## src/sv/zrd_pkg.sv

```systemverilog
`timescale 1ns / 1ps
// Shared types and constants for the zero-run decompressor.
// Used by the controller, the datapath and the top level.
package zrd_pkg;

  localparam int CNT_W  = 24;   // width of the per-stream byte counter
  localparam int BYTE_W = 8;
  localparam int ST_W   = 2;
  localparam int ZC_W   = 7;    // zero count per item, up to 64
  localparam int ZA_W   = 4;    // zeros owed after literals, up to 8

  localparam logic [ST_W-1:0] STATUS_OK    = 2'd0;
  localparam logic [ST_W-1:0] STATUS_OVER  = 2'd1;
  localparam logic [ST_W-1:0] STATUS_TRUNC = 2'd2;

  localparam logic [CNT_W-1:0] CAP_RESET = '1;

  typedef enum logic [0:0] {
    CTL_IDLE,
    CTL_RUN
  } ctl_state_t;

  typedef struct packed {
    logic accept;    // take the input item and load its first result, if it has one
    logic advance;   // load the next pending result
  } ctl_cmd_t;

  typedef struct packed {
    logic out_valid;  // output register holds a result
    logic plan_more;  // input item on the port causes more than one result
    logic rem_more;   // results remain after the next advance
  } dp_status_t;

endpackage

```

## src/sv/zrd_ctrl.sv

```systemverilog
`timescale 1ns / 1ps
// Controller for the zero-run decompressor: accepts items and sequences
// multi-result runs. Depends on zrd_pkg.
module zrd_ctrl (
  input  logic                clk,
  input  logic                rst,
  input  logic                in_valid,
  input  logic                out_ready,
  input  zrd_pkg::dp_status_t stat,
  output logic                in_ready,
  output zrd_pkg::ctl_cmd_t   cmd
);
  import zrd_pkg::*;

  ctl_state_t state;
  ctl_state_t state_next;
  logic       out_free;

  assign out_free = !stat.out_valid || out_ready;

  always_ff @(posedge clk) begin
    if (rst) begin
      state <= CTL_IDLE;
    end else begin
      state <= state_next;
    end
  end

  always_comb begin
    state_next = state;
    unique case (state)
      CTL_IDLE: begin
        if (in_valid && out_free && stat.plan_more) begin
          state_next = CTL_RUN;
        end
      end
      CTL_RUN: begin
        if (out_free && !stat.rem_more) begin
          state_next = CTL_IDLE;
        end
      end
      default: state_next = CTL_IDLE;
    endcase
  end

  always_comb begin
    in_ready    = 1'b0;
    cmd.accept  = 1'b0;
    cmd.advance = 1'b0;
    unique case (state)
      CTL_IDLE: begin
        in_ready   = out_free;
        cmd.accept = in_valid && out_free;
      end
      CTL_RUN: begin
        cmd.advance = out_free;
      end
      default: begin
        in_ready = 1'b0;
      end
    endcase
  end

endmodule

```

## src/sv/zrd_datapath.sv

```systemverilog
`timescale 1ns / 1ps
// Datapath for the zero-run decompressor: opcode decode, capacity check,
// stream state, pending-result counters and the output register. Uses zrd_pkg.
module zrd_datapath (
  input  logic                          clk,
  input  logic                          rst,
  input  zrd_pkg::ctl_cmd_t             cmd,
  output zrd_pkg::dp_status_t           stat,
  input  logic [zrd_pkg::BYTE_W-1:0]    in_byte,
  input  logic                          in_last,
  input  logic                          cfg_write_en,
  input  logic [zrd_pkg::CNT_W-1:0]     cfg_write_data,
  output logic                          out_valid,
  input  logic                          out_ready,
  output logic [zrd_pkg::BYTE_W-1:0]    out_byte,
  output logic                          has_byte,
  output logic                          run_last,
  output logic                          stream_end,
  output logic [zrd_pkg::ST_W-1:0]      status,
  output logic [zrd_pkg::CNT_W-1:0]     total_length
);
  import zrd_pkg::*;

  // configuration and stream state
  logic [CNT_W-1:0]  capacity;
  logic              expect_lit;
  logic [BYTE_W-1:0] lit_left;
  logic [ZA_W-1:0]   zeros_after;
  logic [CNT_W-1:0]  bytes_written;
  logic [ST_W-1:0]   err_code;

  // pending results of the current item
  logic [ZC_W-1:0]   rem_zeros;
  logic              rem_stat;
  logic              end_flag;
  logic [ST_W-1:0]   end_status;
  logic [CNT_W-1:0]  end_total;

  // decode
  logic [BYTE_W-1:0] fit_run;
  logic [ZA_W-1:0]   mix_lits;
  logic [ZA_W-1:0]   mix_zeros;
  logic [CNT_W:0]    fit_sum;
  logic              fit_ok;

  logic              expect_lit_next;
  logic [BYTE_W-1:0] lit_left_next;
  logic [ZA_W-1:0]   zeros_after_next;
  logic [CNT_W-1:0]  bytes_written_next;
  logic [ST_W-1:0]   err_code_next;
  logic [BYTE_W-1:0] delta;
  logic              plan_lit;
  logic [ZC_W-1:0]   plan_zeros;
  logic              plan_stat;
  logic [ST_W-1:0]   plan_status;
  logic [CNT_W-1:0]  plan_total;
  logic              plan_any;

  // selection of the result to load
  logic              load;
  logic [BYTE_W-1:0] ld_byte;
  logic              ld_has;
  logic [ZC_W-1:0]   ld_rem_zeros;
  logic              ld_rem_stat;
  logic              ld_last;
  logic              ld_end;
  logic [ST_W-1:0]   ld_status;
  logic [CNT_W-1:0]  ld_total;

  assign mix_lits  = {1'b0, in_byte[5:3]} + ZA_W'(1);
  assign mix_zeros = {1'b0, in_byte[2:0]} + ZA_W'(1);

  always_comb begin
    if (!in_byte[7]) begin
      fit_run = {1'b0, in_byte[6:0]} + BYTE_W'(1);
    end else if (!in_byte[6]) begin
      fit_run = {2'b00, in_byte[5:0]} + BYTE_W'(1);
    end else begin
      fit_run = BYTE_W'(mix_lits) + BYTE_W'(mix_zeros);
    end
  end

  assign fit_sum = {1'b0, bytes_written} + (CNT_W+1)'(fit_run);
  assign fit_ok  = fit_sum <= {1'b0, capacity};

  always_comb begin
    expect_lit_next  = expect_lit;
    lit_left_next    = lit_left;
    zeros_after_next = zeros_after;
    err_code_next    = err_code;
    delta            = '0;
    plan_lit         = 1'b0;
    plan_zeros       = '0;
    if (err_code == STATUS_OK) begin
      if (expect_lit) begin
        plan_lit      = 1'b1;
        lit_left_next = lit_left - BYTE_W'(1);
        delta         = BYTE_W'(1);
        if (lit_left_next == '0) begin
          // run complete: flush the owed zeros
          plan_zeros       = ZC_W'(zeros_after);
          delta            = BYTE_W'(zeros_after) + BYTE_W'(1);
          expect_lit_next  = 1'b0;
          zeros_after_next = '0;
        end
      end else if (!fit_ok) begin
        err_code_next = STATUS_OVER;
      end else if (!in_byte[7]) begin
        lit_left_next    = fit_run;
        zeros_after_next = '0;
        expect_lit_next  = 1'b1;
      end else if (!in_byte[6]) begin
        plan_zeros = ZC_W'(fit_run);
        delta      = fit_run;
      end else begin
        lit_left_next    = BYTE_W'(mix_lits);
        zeros_after_next = mix_zeros;
        expect_lit_next  = 1'b1;
      end
    end
    bytes_written_next = bytes_written + CNT_W'(delta);

    plan_status = err_code_next;
    if (err_code_next == STATUS_OK && expect_lit_next) begin
      plan_status = STATUS_TRUNC;
    end
    plan_stat  = in_last && (plan_status != STATUS_OK || (!plan_lit && plan_zeros == '0));
    plan_total = (plan_status == STATUS_OK) ? bytes_written_next : '0;
    plan_any   = plan_lit || plan_zeros != '0 || plan_stat;
  end

  // pick the result to load and what remains behind it
  always_comb begin
    ld_byte      = '0;
    ld_has       = 1'b0;
    ld_rem_zeros = '0;
    ld_rem_stat  = 1'b0;
    if (cmd.accept) begin
      if (plan_lit) begin
        ld_byte      = in_byte;
        ld_has       = 1'b1;
        ld_rem_zeros = plan_zeros;
        ld_rem_stat  = plan_stat;
      end else if (plan_zeros != '0) begin
        ld_has       = 1'b1;
        ld_rem_zeros = plan_zeros - ZC_W'(1);
        ld_rem_stat  = plan_stat;
      end
    end else if (rem_zeros != '0) begin
      ld_has       = 1'b1;
      ld_rem_zeros = rem_zeros - ZC_W'(1);
      ld_rem_stat  = rem_stat;
    end
    ld_last   = ld_rem_zeros == '0 && !ld_rem_stat;
    ld_end    = ld_last && (cmd.accept ? in_last : end_flag);
    ld_status = ld_end ? (cmd.accept ? plan_status : end_status) : STATUS_OK;
    ld_total  = ld_end ? (cmd.accept ? plan_total : end_total) : '0;
  end

  assign load = (cmd.accept && plan_any) || cmd.advance;

  assign stat.out_valid = out_valid;
  assign stat.plan_more = plan_any && !ld_last;
  assign stat.rem_more  = !ld_last;

  always_ff @(posedge clk) begin
    if (rst) begin
      capacity      <= CAP_RESET;
      expect_lit    <= 1'b0;
      lit_left      <= '0;
      zeros_after   <= '0;
      bytes_written <= '0;
      err_code      <= STATUS_OK;
      rem_zeros     <= '0;
      rem_stat      <= 1'b0;
      end_flag      <= 1'b0;
      out_valid     <= 1'b0;
    end else begin
      if (cfg_write_en) begin
        capacity <= cfg_write_data;
      end
      if (cmd.accept) begin
        end_flag <= in_last;
        if (in_last) begin
          // stream done: clear for the next one
          expect_lit    <= 1'b0;
          lit_left      <= '0;
          zeros_after   <= '0;
          bytes_written <= '0;
          err_code      <= STATUS_OK;
        end else begin
          expect_lit    <= expect_lit_next;
          lit_left      <= lit_left_next;
          zeros_after   <= zeros_after_next;
          bytes_written <= bytes_written_next;
          err_code      <= err_code_next;
        end
      end
      if (load) begin
        rem_zeros <= ld_rem_zeros;
        rem_stat  <= ld_rem_stat;
        out_valid <= 1'b1;
      end else if (out_ready) begin
        out_valid <= 1'b0;
      end
    end
  end

  // payload registers
  always_ff @(posedge clk) begin
    if (cmd.accept) begin
      end_status <= plan_status;
      end_total  <= plan_total;
    end
    if (load) begin
      out_byte     <= ld_byte;
      has_byte     <= ld_has;
      run_last     <= ld_last;
      stream_end   <= ld_end;
      status       <= ld_status;
      total_length <= ld_total;
    end
  end

endmodule

```

## src/sv/zero_run_decompressor_core.sv

```systemverilog
`timescale 1ns / 1ps
// Zero-run decompressor top level: controller plus datapath.
// Depends on zrd_pkg, zrd_ctrl and zrd_datapath.
//
// Takes one compressed byte per item and gives decompressed bytes, one result
// per cycle while out_ready holds, from a single output register. Bytes that
// yield at most one result stream back to back while the output side is ready;
// a byte that yields n results (a zero run of up to 64 bytes,
// the zeros after a mixed run, or a trailing status result) holds off the
// next input while the output register drains them. The per-stream limit
// capacity is written through cfg_write_en / cfg_write_data and applies
// from the next opcode. After an overflow the rest of the stream is dropped,
// and the final result carries the status; its output must be discarded.
module zero_run_decompressor_core (
  input  logic                          clk,
  input  logic                          rst,
  input  logic                          cfg_write_en,
  input  logic [zrd_pkg::CNT_W-1:0]     cfg_write_data,
  input  logic                          in_valid,
  output logic                          in_ready,
  input  logic [zrd_pkg::BYTE_W-1:0]    in_byte,
  input  logic                          in_last,
  output logic                          out_valid,
  input  logic                          out_ready,
  output logic [zrd_pkg::BYTE_W-1:0]    out_byte,
  output logic                          has_byte,
  output logic                          run_last,
  output logic                          stream_end,
  output logic [zrd_pkg::ST_W-1:0]      status,
  output logic [zrd_pkg::CNT_W-1:0]     total_length
);
  import zrd_pkg::*;

  ctl_cmd_t   cmd;
  dp_status_t stat;

  zrd_ctrl u_ctrl (
    .clk       (clk),
    .rst       (rst),
    .in_valid  (in_valid),
    .out_ready (out_ready),
    .stat      (stat),
    .in_ready  (in_ready),
    .cmd       (cmd)
  );

  zrd_datapath u_datapath (
    .clk            (clk),
    .rst            (rst),
    .cmd            (cmd),
    .stat           (stat),
    .in_byte        (in_byte),
    .in_last        (in_last),
    .cfg_write_en   (cfg_write_en),
    .cfg_write_data (cfg_write_data),
    .out_valid      (out_valid),
    .out_ready      (out_ready),
    .out_byte       (out_byte),
    .has_byte       (has_byte),
    .run_last       (run_last),
    .stream_end     (stream_end),
    .status         (status),
    .total_length   (total_length)
  );

endmodule

```

## config.mk

```make
export PLATFORM = sky130hd
export DESIGN_NAME = zero_run_decompressor_core
export DESIGN_NICKNAME = d
export VERILOG_FILES = /design/src/sv/zrd_pkg.sv /design/src/sv/zrd_ctrl.sv /design/src/sv/zrd_datapath.sv /design/src/sv/zero_run_decompressor_core.sv
export SDC_FILE = /design/constraint.sdc
export NUM_CORES = 1
export LEC_CHECK = 0
export ABC_AREA = 1
export ABC_CLOCK_PERIOD_IN_PS = 17800
export BUFFER_PORTS_ARGS = -buffer_cell sky130_fd_sc_hd__buf_2
export CORE_ASPECT_RATIO = 2
export CORE_MARGIN = 1.5
export CORE_UTILIZATION = 40
export DETAILED_ROUTE_END_ITERATION = 8
export GPL_ROUTABILITY_DRIVEN = 0
export PLACE_DENSITY = 0.56
export SYNTH_ARGS = -nofsm -noshare
export SYNTH_HDL_FRONTEND = slang
export SYNTH_SLANG_ARGS = --single-unit
```

## constraint.sdc

```tcl
create_clock -name clk -period 17.8 [get_ports clk]
set_input_delay 5.34 -clock clk [delete_from_list [all_inputs] [get_ports clk]]
set_output_delay 5.34 -clock clk [all_outputs]
set_load 0.05 [all_outputs]
```

==> metrics.sh, run 1 <==
RUN_STATUS='complete, no violations'
POST_CTS_HOLD_BUFFER_COUNT=0
TIGHTEST_SLEW_PS=765
P_LEAK_nW=4.50
SHARE_OF_CELLS_ABOVE_DRIVE_STRENGTH_1=0.152
NUM_ANTENNA_CELLS=0
ANTENNA_VIOLATIONS_BEFORE_REPAIR=0
YS_TYPES=51
SYNTH-EDFF-COUNT=37
STARTPOINT_TYPE='input pin'
AREA_GROWTH_SYN_TO_LAYOUT_PCT=14.2
NETLIST_TOP_CELLS_COUNT='nand2_1 (213), inv_1 (167), dfxtp_1 (100)'
FMAX_MHz=78.2
POST-ROUTE-UTIL=0.465
FINALWIRELENGTH_MM=22.7
YOSYSSEQAREASHARE=0.374
NUMBER_OF_HOLD_SLACK_VIOLATIONS_IN_THE_FINAL_TIMING_REPORT=0
CPMOSTUSEDCELL='nand2_1'
GLOBAL_ROUTE.USAGE.TOTAL=0.218
CLK_PIN_SLEW_PS=60
CRIT_BUF_INV=5
TRITONCTS_CLOCK_TREE='built'
PLACEDINSTANCEAREA_MM2=0.00894
DP.CELLS=1408
SYNTH_FF_TYPE='dfxtp_1'
DRT.ANTENNA.VIOLATING_NETS=0
AVGSYNTHCELLAREA_UM2=7.63
CTS_INSERTED_BUFFERS=17
CELLPOWERDENSITY_mW_PER_MM2=127
COMB_POWER_SHARE=0.370
TIMING.CRITICAL_PATH.SLOWEST_STAGE_CELL='ha_1'
WORST_R2R_STARTPOINT='u_datapath.bytes_written[2]'
CRIT_FANOUT=10
CTS_POST_SETUP_BUFFERS_INSERTED=0
DRT-WIRELENGTH-PER-CELL_UM=15.8
CLK-INSERTION-DELAY-LATE_PS=450
SYNTH-ASYNC-RESET-RATIO=0
YOSYS.CELL_COUNT.TOP_TYPE='nand2_1'
SWITCHING_SHARE_OF_POWER=0.414
PORT-BUFFER-COUNT=76
SYNTH_TOP_AREA_SHARE=0.240
INTERNAL_POWER_W=0.000707
WORST_EP_ARRIVAL_TIME_PS=12950
REQUIRED_PS=17970
ROUTED_VIA_DENSITY=5.00
CRITICAL_PATH.STARTPOINT='in_byte[0]'
I_O_PINS=77
P_TOTAL_W=0.00121
FIN_CRIT_PS=12780
FLOORPLAN.DIE.WIDTH_UM=105
FINALSETUPVIOLATIONS=0
VIA_COUNT_OF_THE_FIRST_GLOBAL_ROUTING_PASS=7402
WORST_PATH_LARGEST_CELL_DELAY_PS=360
DETAILED_PLACE_HPWL_MM=17.6
FINAL_DESIGN_AREA_NO_FILL_MM2=0.00951
TOTAL_SWITCHING_POWER_W=0.000500
ROUTE.DETAILED.DRC=0
DR.PASS1.ITERS=6
CRITPATHCAPTURETYPE='flip-flop'
SYNTH_SEQ_CELLS=137
POWER_FRAC_CLOCK=0.288
GLOBAL_ROUTE.OVERFLOW_TOTAL=0
DRV_CAP=0
SYNTH.YOSYS.WARNINGS=0
SYNTH_FP_NETS=1186
REGTOREGSETUPSLACK_PS=10890
H_TREE_DEPTH=4
SYNTH_AREA_LEADER_CELL='dfxtp_1'
CORE.ROWCOUNT=74
DR_TOTAL_VIAS=7201
NETLIST_TOP_CELLS_AREA='dfxtp_1 (24%), edfxtp_1 (13%), nand2_1 (9.6%), ha_1 (8.1%), inv_1 (7.5%)'
ROOT_BUFFER='clkbuf_16'
TIMING.HOLD.WORST.START='u_datapath.end_total[12]'
FINALNONFILLERCELLS=1440
RSZ0062_AT_GRT='false'
CRIT_FAMILY='simple AND/OR/NAND/NOR gates'
DR.FIRST_ITER.DRC_COUNT=288
FINALCRITPERIODSHARE=0.718
FLOORPLAN.DIE_AREA_MM2=0.0217
GRT_PASS1_WL_MM=36.4
GRT_MAX_DEGREE=62
GATES_RESIZED_CTS_REPAIR=0
FINAL_MAX_SLEW_VIOL_COUNT=0
DIE_Y_UM=207
FLOORPLAN.INITIALDENSITY=0.407
MAXSLEWHEADROOM=0.490
SYN_INST=1091
SYN_AREA_MM2=0.00833
CLOCK_SINKS=137
TYPE_OF_THE_TIGHTEST_MIN_DELAY_CHECK='reg -> reg'
PEAKVDDDROP_uV=71.7
DESIGN.CORE.AREA_MM2=0.0205
FINCLKSKEW_PS=14.7
SETUP_TOTAL_NEGATIVE_SLACK_PS=0
POWER_FRAC_SEQ=0.342
WORSTSETUPPATHTYPE='in -> reg'
NNETSFINAL=1256
CLOCKBUFFERDEPTH=2
-- logic make-up after synthesis --
family | count (synthesis) | synth area share
flip-flops | 137 | 0.374
adder cells (fa/ha/maj) | 57 | 0.0884
AO/OA/AOI/OAI | 207 | 0.140
multiplexers | 1 | 0.00120
XOR/XNOR | 56 | 0.0589
buffers and inverters | 209 | 0.0977
other | 1 | 0.000450
AND/OR/NAND/NOR | 423 | 0.240
-- placed cells by master (no fill, tap or decap), types with 5 or more instances in the layout --
cell,count
nand2_1,212
inv_1,167
dfxtp_1,100
a21oi_1,97
nor2_1,86
buf_2,76
o21ai_0,56
ha_1,54
xor2_1,46
nand3_1,38
edfxtp_1,37
nor2_4,22
clkbuf_16,17
a22oi_1,13
inv_2,12
nand2_2,12
nor3_1,12
nand4_1,10
xnor2_1,10
a211oi_1,9
or2_2,8
nor2_2,6
nor4_1,5
o211ai_1,5
-- metrics by stage --
step / hold slack [ps] / worst slack [ps]
detailed placement: 440 / 4630
global route: 478 / 4140
floorplan: 422 / 5740
finish: 455 / 5020
CTS: 455 / 5070
global placement: 438 / 4860
-- area by class of cell --
| cell class | count | area [µm²] |
|---|---|---|
| tap | 266 | 333 |
| multi-input combinational | 745 | 4410 |
| inverter | 180 | 676 |
| timing repair buffer | 80 | 410 |
| sequential | 137 | 3110 |
| fill | 2098 | 11000 |
| clock inverter | 11 | 128 |
| clock buffer | 21 | 440 |
-- worst paths after layout --
kind	endpoint	cells past startpoint
worst max-delay path	u_datapath.total_length[22]	56
worst min-delay path	u_datapath.end_total[12]	2
worst max register to register	u_datapath.total_length[22]	48
worst min register to register	u_datapath.end_total[12]	2
-- tightest hold or removal path, cell delays in order, from the launching register on --
cell     delay [ps]
dfxtp_1         310
nand2_1          50
nand2_1          70
-- sequential cells by signal, indices dropped and copies added (netlist names), 4 cells and up --
name                      cells
u_datapath.bytes_written     24
u_datapath.capacity          24
u_datapath.end_total         24
u_datapath.lit_left           8
u_datapath.out_byte           8
u_datapath.rem_zeros          7
u_datapath.total_length      24
u_datapath.zeros_after        4
-- routing by layer --
layer,global-route usage,share of wire,routed length (µm)
met5,0,0,0
met4,0.162,0.069,1560
met3,0.0318,0.020,451
met2,0.440,0.58,13100
met1,0.183,0.33,7570
-- power groups by stage --
stage,clock [W],combinational [W],sequential [W]
6_report,0.000347,0.000447,0.000412
5_1_grt,0.000366,0.000491,0.000419
4_1_cts,0.000354,0.000451,0.000413
3_5_place_dp,0,0.000449,0.000419
3_3_place_gp,0,0.000447,0.000418
2_1_floorplan,0,0.000234,0.000527
Note: power is estimated with default switching activity, not from simulation.
==> inputs of run 2 (changes only) <==
ABC_AREA = 0   (was 1)
ABC_CLOCK_PERIOD_IN_PS = 10760   (was 17800)
PLACE_DENSITY = 0.59   (was 0.56)
clock period = 10.76 ns   (was 17.8 ns; I/O delays follow)
==> run 2 against run 1 <==
  * Setup slack got worse by 4400 ps
  * Critical path depth shrank 25
  * Utilization up 0.40 points
  * Via count is 3.9% higher
  * Largest power group is now sequential cells
  * Clock power rose by 67%
  * Power increased by 41%
  * Area after synthesis increased by 2.3%
  * Clock skew down 6.7 ps
  * Sequential share of layout area shrank 1.0 points
==> metrics.sh, run 2 <==
ROUTED_VIA_DENSITY=5.62  # +12%
FINALWIRELENGTH_MM=24.6  # +8.5%
TYPE_OF_THE_TIGHTEST_MIN_DELAY_CHECK='reg -> reg'
FLOORPLAN.DIE_AREA_MM2=0.0222  # +2.2%
LAYOUT.CELLS.MOST_COMMON_LIST='nand2_1 (102), dfxtp_1 (100), nor2_1 (93)'
CRIT_FAMILY='simple AND/OR/NAND/NOR gates'
FINALSETUPVIOLATIONS=0  # unchanged
SETUP_TOTAL_NEGATIVE_SLACK_PS=0  # unchanged
YOSYS.CELL_COUNT.TOP_TYPE='nand2_1'
SYN_AREA_MM2=0.00852  # +2.3%
DIE_Y_UM=209  # +1.1%
DRT-WIRELENGTH-PER-CELL_UM=18.5  # +17%
NUMBER_OF_HOLD_SLACK_VIOLATIONS_IN_THE_FINAL_TIMING_REPORT=0  # unchanged
P_LEAK_nW=4.04  # -10%
SYNTH_SEQ_CELLS=137  # unchanged
AREA_GROWTH_SYN_TO_LAYOUT_PCT=15.2
ROUTE.DETAILED.DRC=0  # unchanged
STARTPOINT_TYPE='input pin'
H_TREE_DEPTH=4  # unchanged
POST_CTS_HOLD_BUFFER_COUNT=0  # unchanged
DESIGN.CORE.AREA_MM2=0.0209  # +2.3%
NETLIST_TOP_CELLS_COUNT='nand2_1 (102), dfxtp_1 (100), nor2_1 (93)'
CTS_POST_SETUP_BUFFERS_INSERTED=0  # unchanged
SYNTH_TOP_AREA_SHARE=0.235  # -0.00537
CRIT_FANOUT=18  # +8
WORST_EP_ARRIVAL_TIME_PS=10440  # -2510 ps
SYNTH_FP_NETS=1084  # -8.6%
RUN_STATUS='complete, no violations'
TRITONCTS_CLOCK_TREE='built'
FIN_CRIT_PS=10160
I_O_PINS=77  # unchanged
ANTENNA_VIOLATIONS_BEFORE_REPAIR=0  # unchanged
WORSTSETUPPATHTYPE='in -> reg'
TIMING.CRITICAL_PATH.SLOWEST_STAGE_CELL='or3_1'
WORST_PATH_LARGEST_CELL_DELAY_PS=570  # +210 ps
SHARE_OF_CELLS_ABOVE_DRIVE_STRENGTH_1=0.173  # +0.0206
RSZ0062_AT_GRT='false'
DETAILED_PLACE_HPWL_MM=18.4  # +4.4%
DR.FIRST_ITER.DRC_COUNT=283  # -1.7%
DRT.ANTENNA.VIOLATING_NETS=0  # unchanged
DR_TOTAL_VIAS=7482  # +3.9%
GRT_PASS1_WL_MM=38.4  # +5.4%
CLOCKBUFFERDEPTH=2  # unchanged
DR.PASS1.ITERS=5  # -1
MAXSLEWHEADROOM=0.335  # -0.155
FINCLKSKEW_PS=7.97  # -6.74 ps
SYNTH_FF_TYPE='dfxtp_1'
NFILLCELLS=2043  # -2.6%
CTS_INSERTED_BUFFERS=17  # unchanged
AVGSYNTHCELLAREA_UM2=8.61  # +13%
DRV_CAP=0  # unchanged
TIGHTEST_SLEW_PS=992  # +227 ps
FMAX_MHz=98.4
LAYOUT_COMMONEST_CELL='nand2_1'
VIA_COUNT_OF_THE_FIRST_GLOBAL_ROUTING_PASS=7520  # +1.6%
FLOORPLAN.INITIALDENSITY=0.407  # about the same
CRIT_BUF_INV=5  # unchanged
CELLPOWERDENSITY_mW_PER_MM2=174  # +37%
POST-ROUTE-UTIL=0.469  # +0.00404
PEAKVDDDROP_uV=113  # +57%
GRT_MAX_DEGREE=53  # -15%
CLOCK_SINKS=137  # unchanged
NNETSFINAL=1145  # -8.8%
CRITPATHCAPTURETYPE='flip-flop'
SYNTH-EDFF-COUNT=37  # unchanged
SYNTH_AREA_LEADER_CELL='dfxtp_1'
GLOBAL_ROUTE.USAGE.TOTAL=0.227  # +0.00832
FINAL_MAX_SLEW_VIOL_COUNT=0  # unchanged
CORE.ROWCOUNT=75  # +1.4%
YS_TYPES=81  # +59%
CLK_PIN_SLEW_PS=70  # about the same
NETLIST_TOP_CELLS_AREA='dfxtp_1 (24%), edfxtp_1 (13%), ha_1 (7.9%), xnor2_1 (4.7%), nand2_1 (4.5%)'
CLK-INSERTION-DELAY-LATE_PS=440  # about the same
FLOORPLAN.DIE.WIDTH_UM=106  # +1.1%
SYN_INST=989  # -9.3%
SYNTH-ASYNC-RESET-RATIO=0  # unchanged
ROOT_BUFFER='clkbuf_16'
NUM_ANTENNA_CELLS=0  # unchanged
FINALCRITPERIODSHARE=0.944
PORT-BUFFER-COUNT=76  # unchanged
SYNTH.YOSYS.WARNINGS=0  # unchanged
YOSYSSEQAREASHARE=0.366  # -0.00835
GLOBAL_ROUTE.OVERFLOW_TOTAL=0  # unchanged
GATES_RESIZED_CTS_REPAIR=0  # unchanged
REQUIRED_PS=11040  # -6930 ps
## run 2: changes by cell type after synthesis, sizes merged, moves of 14 or more
cell	previous run	this run
a21oi	98	66
inv	179	59
nand3	40	17
xor2	46	15
nor3	13	27
nor2	114	93
xnor2	10	48
o211ai	5	28
clkbuf	23	50
and3	0	21
nor3b	1	30
nand2	227	102
## run 2: cell families after synthesis
family / count (synthesis) / share of synthesized area
compound gates: 247 / 0.194
buf+inv: 125 / 0.0610
mux: 5 / 0.00588
fa+ha+maj: 57 / 0.0864
flops: 137 / 0.366
other cells: 1 / 0.000440
simple gates: 354 / 0.220
xor+xnor: 63 / 0.0666
## run 2: through the flow
step | hold WS (ps) | cell area (µm²) | setup WS, ps | std cells | total power [W]
after global placement | 434 | 9200 | 221 | 1300 | 0.00113
after floorplan | 419 | 8520 | 473 | 989 | 0.00100
final | 454 | 9810 | 600 | 1332 | 0.00170
after global routing | 489 | 9810 | 55.5 | 1332 | 0.00178
after CTS | 458 | 9780 | 545 | 1332 | 0.00171
after detailed placement | 442 | 9200 | 139 | 1300 | 0.00113
## run 2: path summary, 6_finish.rpt
check,start,to,slack (ps),depth (start not counted)
worst max-delay path,in_byte[0],u_datapath.total_length[11],600,31
worst max register to register,u_datapath.bytes_written[1],u_datapath.total_length[11],4080,26
worst min-delay path,u_datapath.end_total[22],u_datapath.end_total[22],450,2
worst min register to register,u_datapath.end_total[22],u_datapath.end_total[22],450,2
## run 2: cell type report
class,instances,area (µm²),share of cell area
Sequential cell,137,3110,0.317
Multi-Input combinational cell,727,4920,0.501
Tap cell,269,337,0.0343
Clock buffer,17,425,0.0434
Clock inverter,15,153,0.0156
Inverter,60,225,0.0230
Timing Repair Buffer,107,638,0.0651
## run 2: tightest hold or removal path, stage by stage (launching register included)
cell	delay [ps]
dfxtp_1	310
nand2_1	40
o21ai_0	70
## run 2: power by group
part | total [W] | switching (W) | internal (W)
sequential | 0.000608 | 0.0000246 | 0.000584
clock | 0.000580 | 0.000271 | 0.000309
combinational | 0.000514 | 0.000358 | 0.000156
## run 2: layer usage
layer	GRT usage	share of wire	vias up
li1	-	-	3650
met1	0.205	0.34	3567
met2	0.440	0.57	175
met3	0.0329	0.027	90
met4	0.168	0.071	0
met5	0	0	-
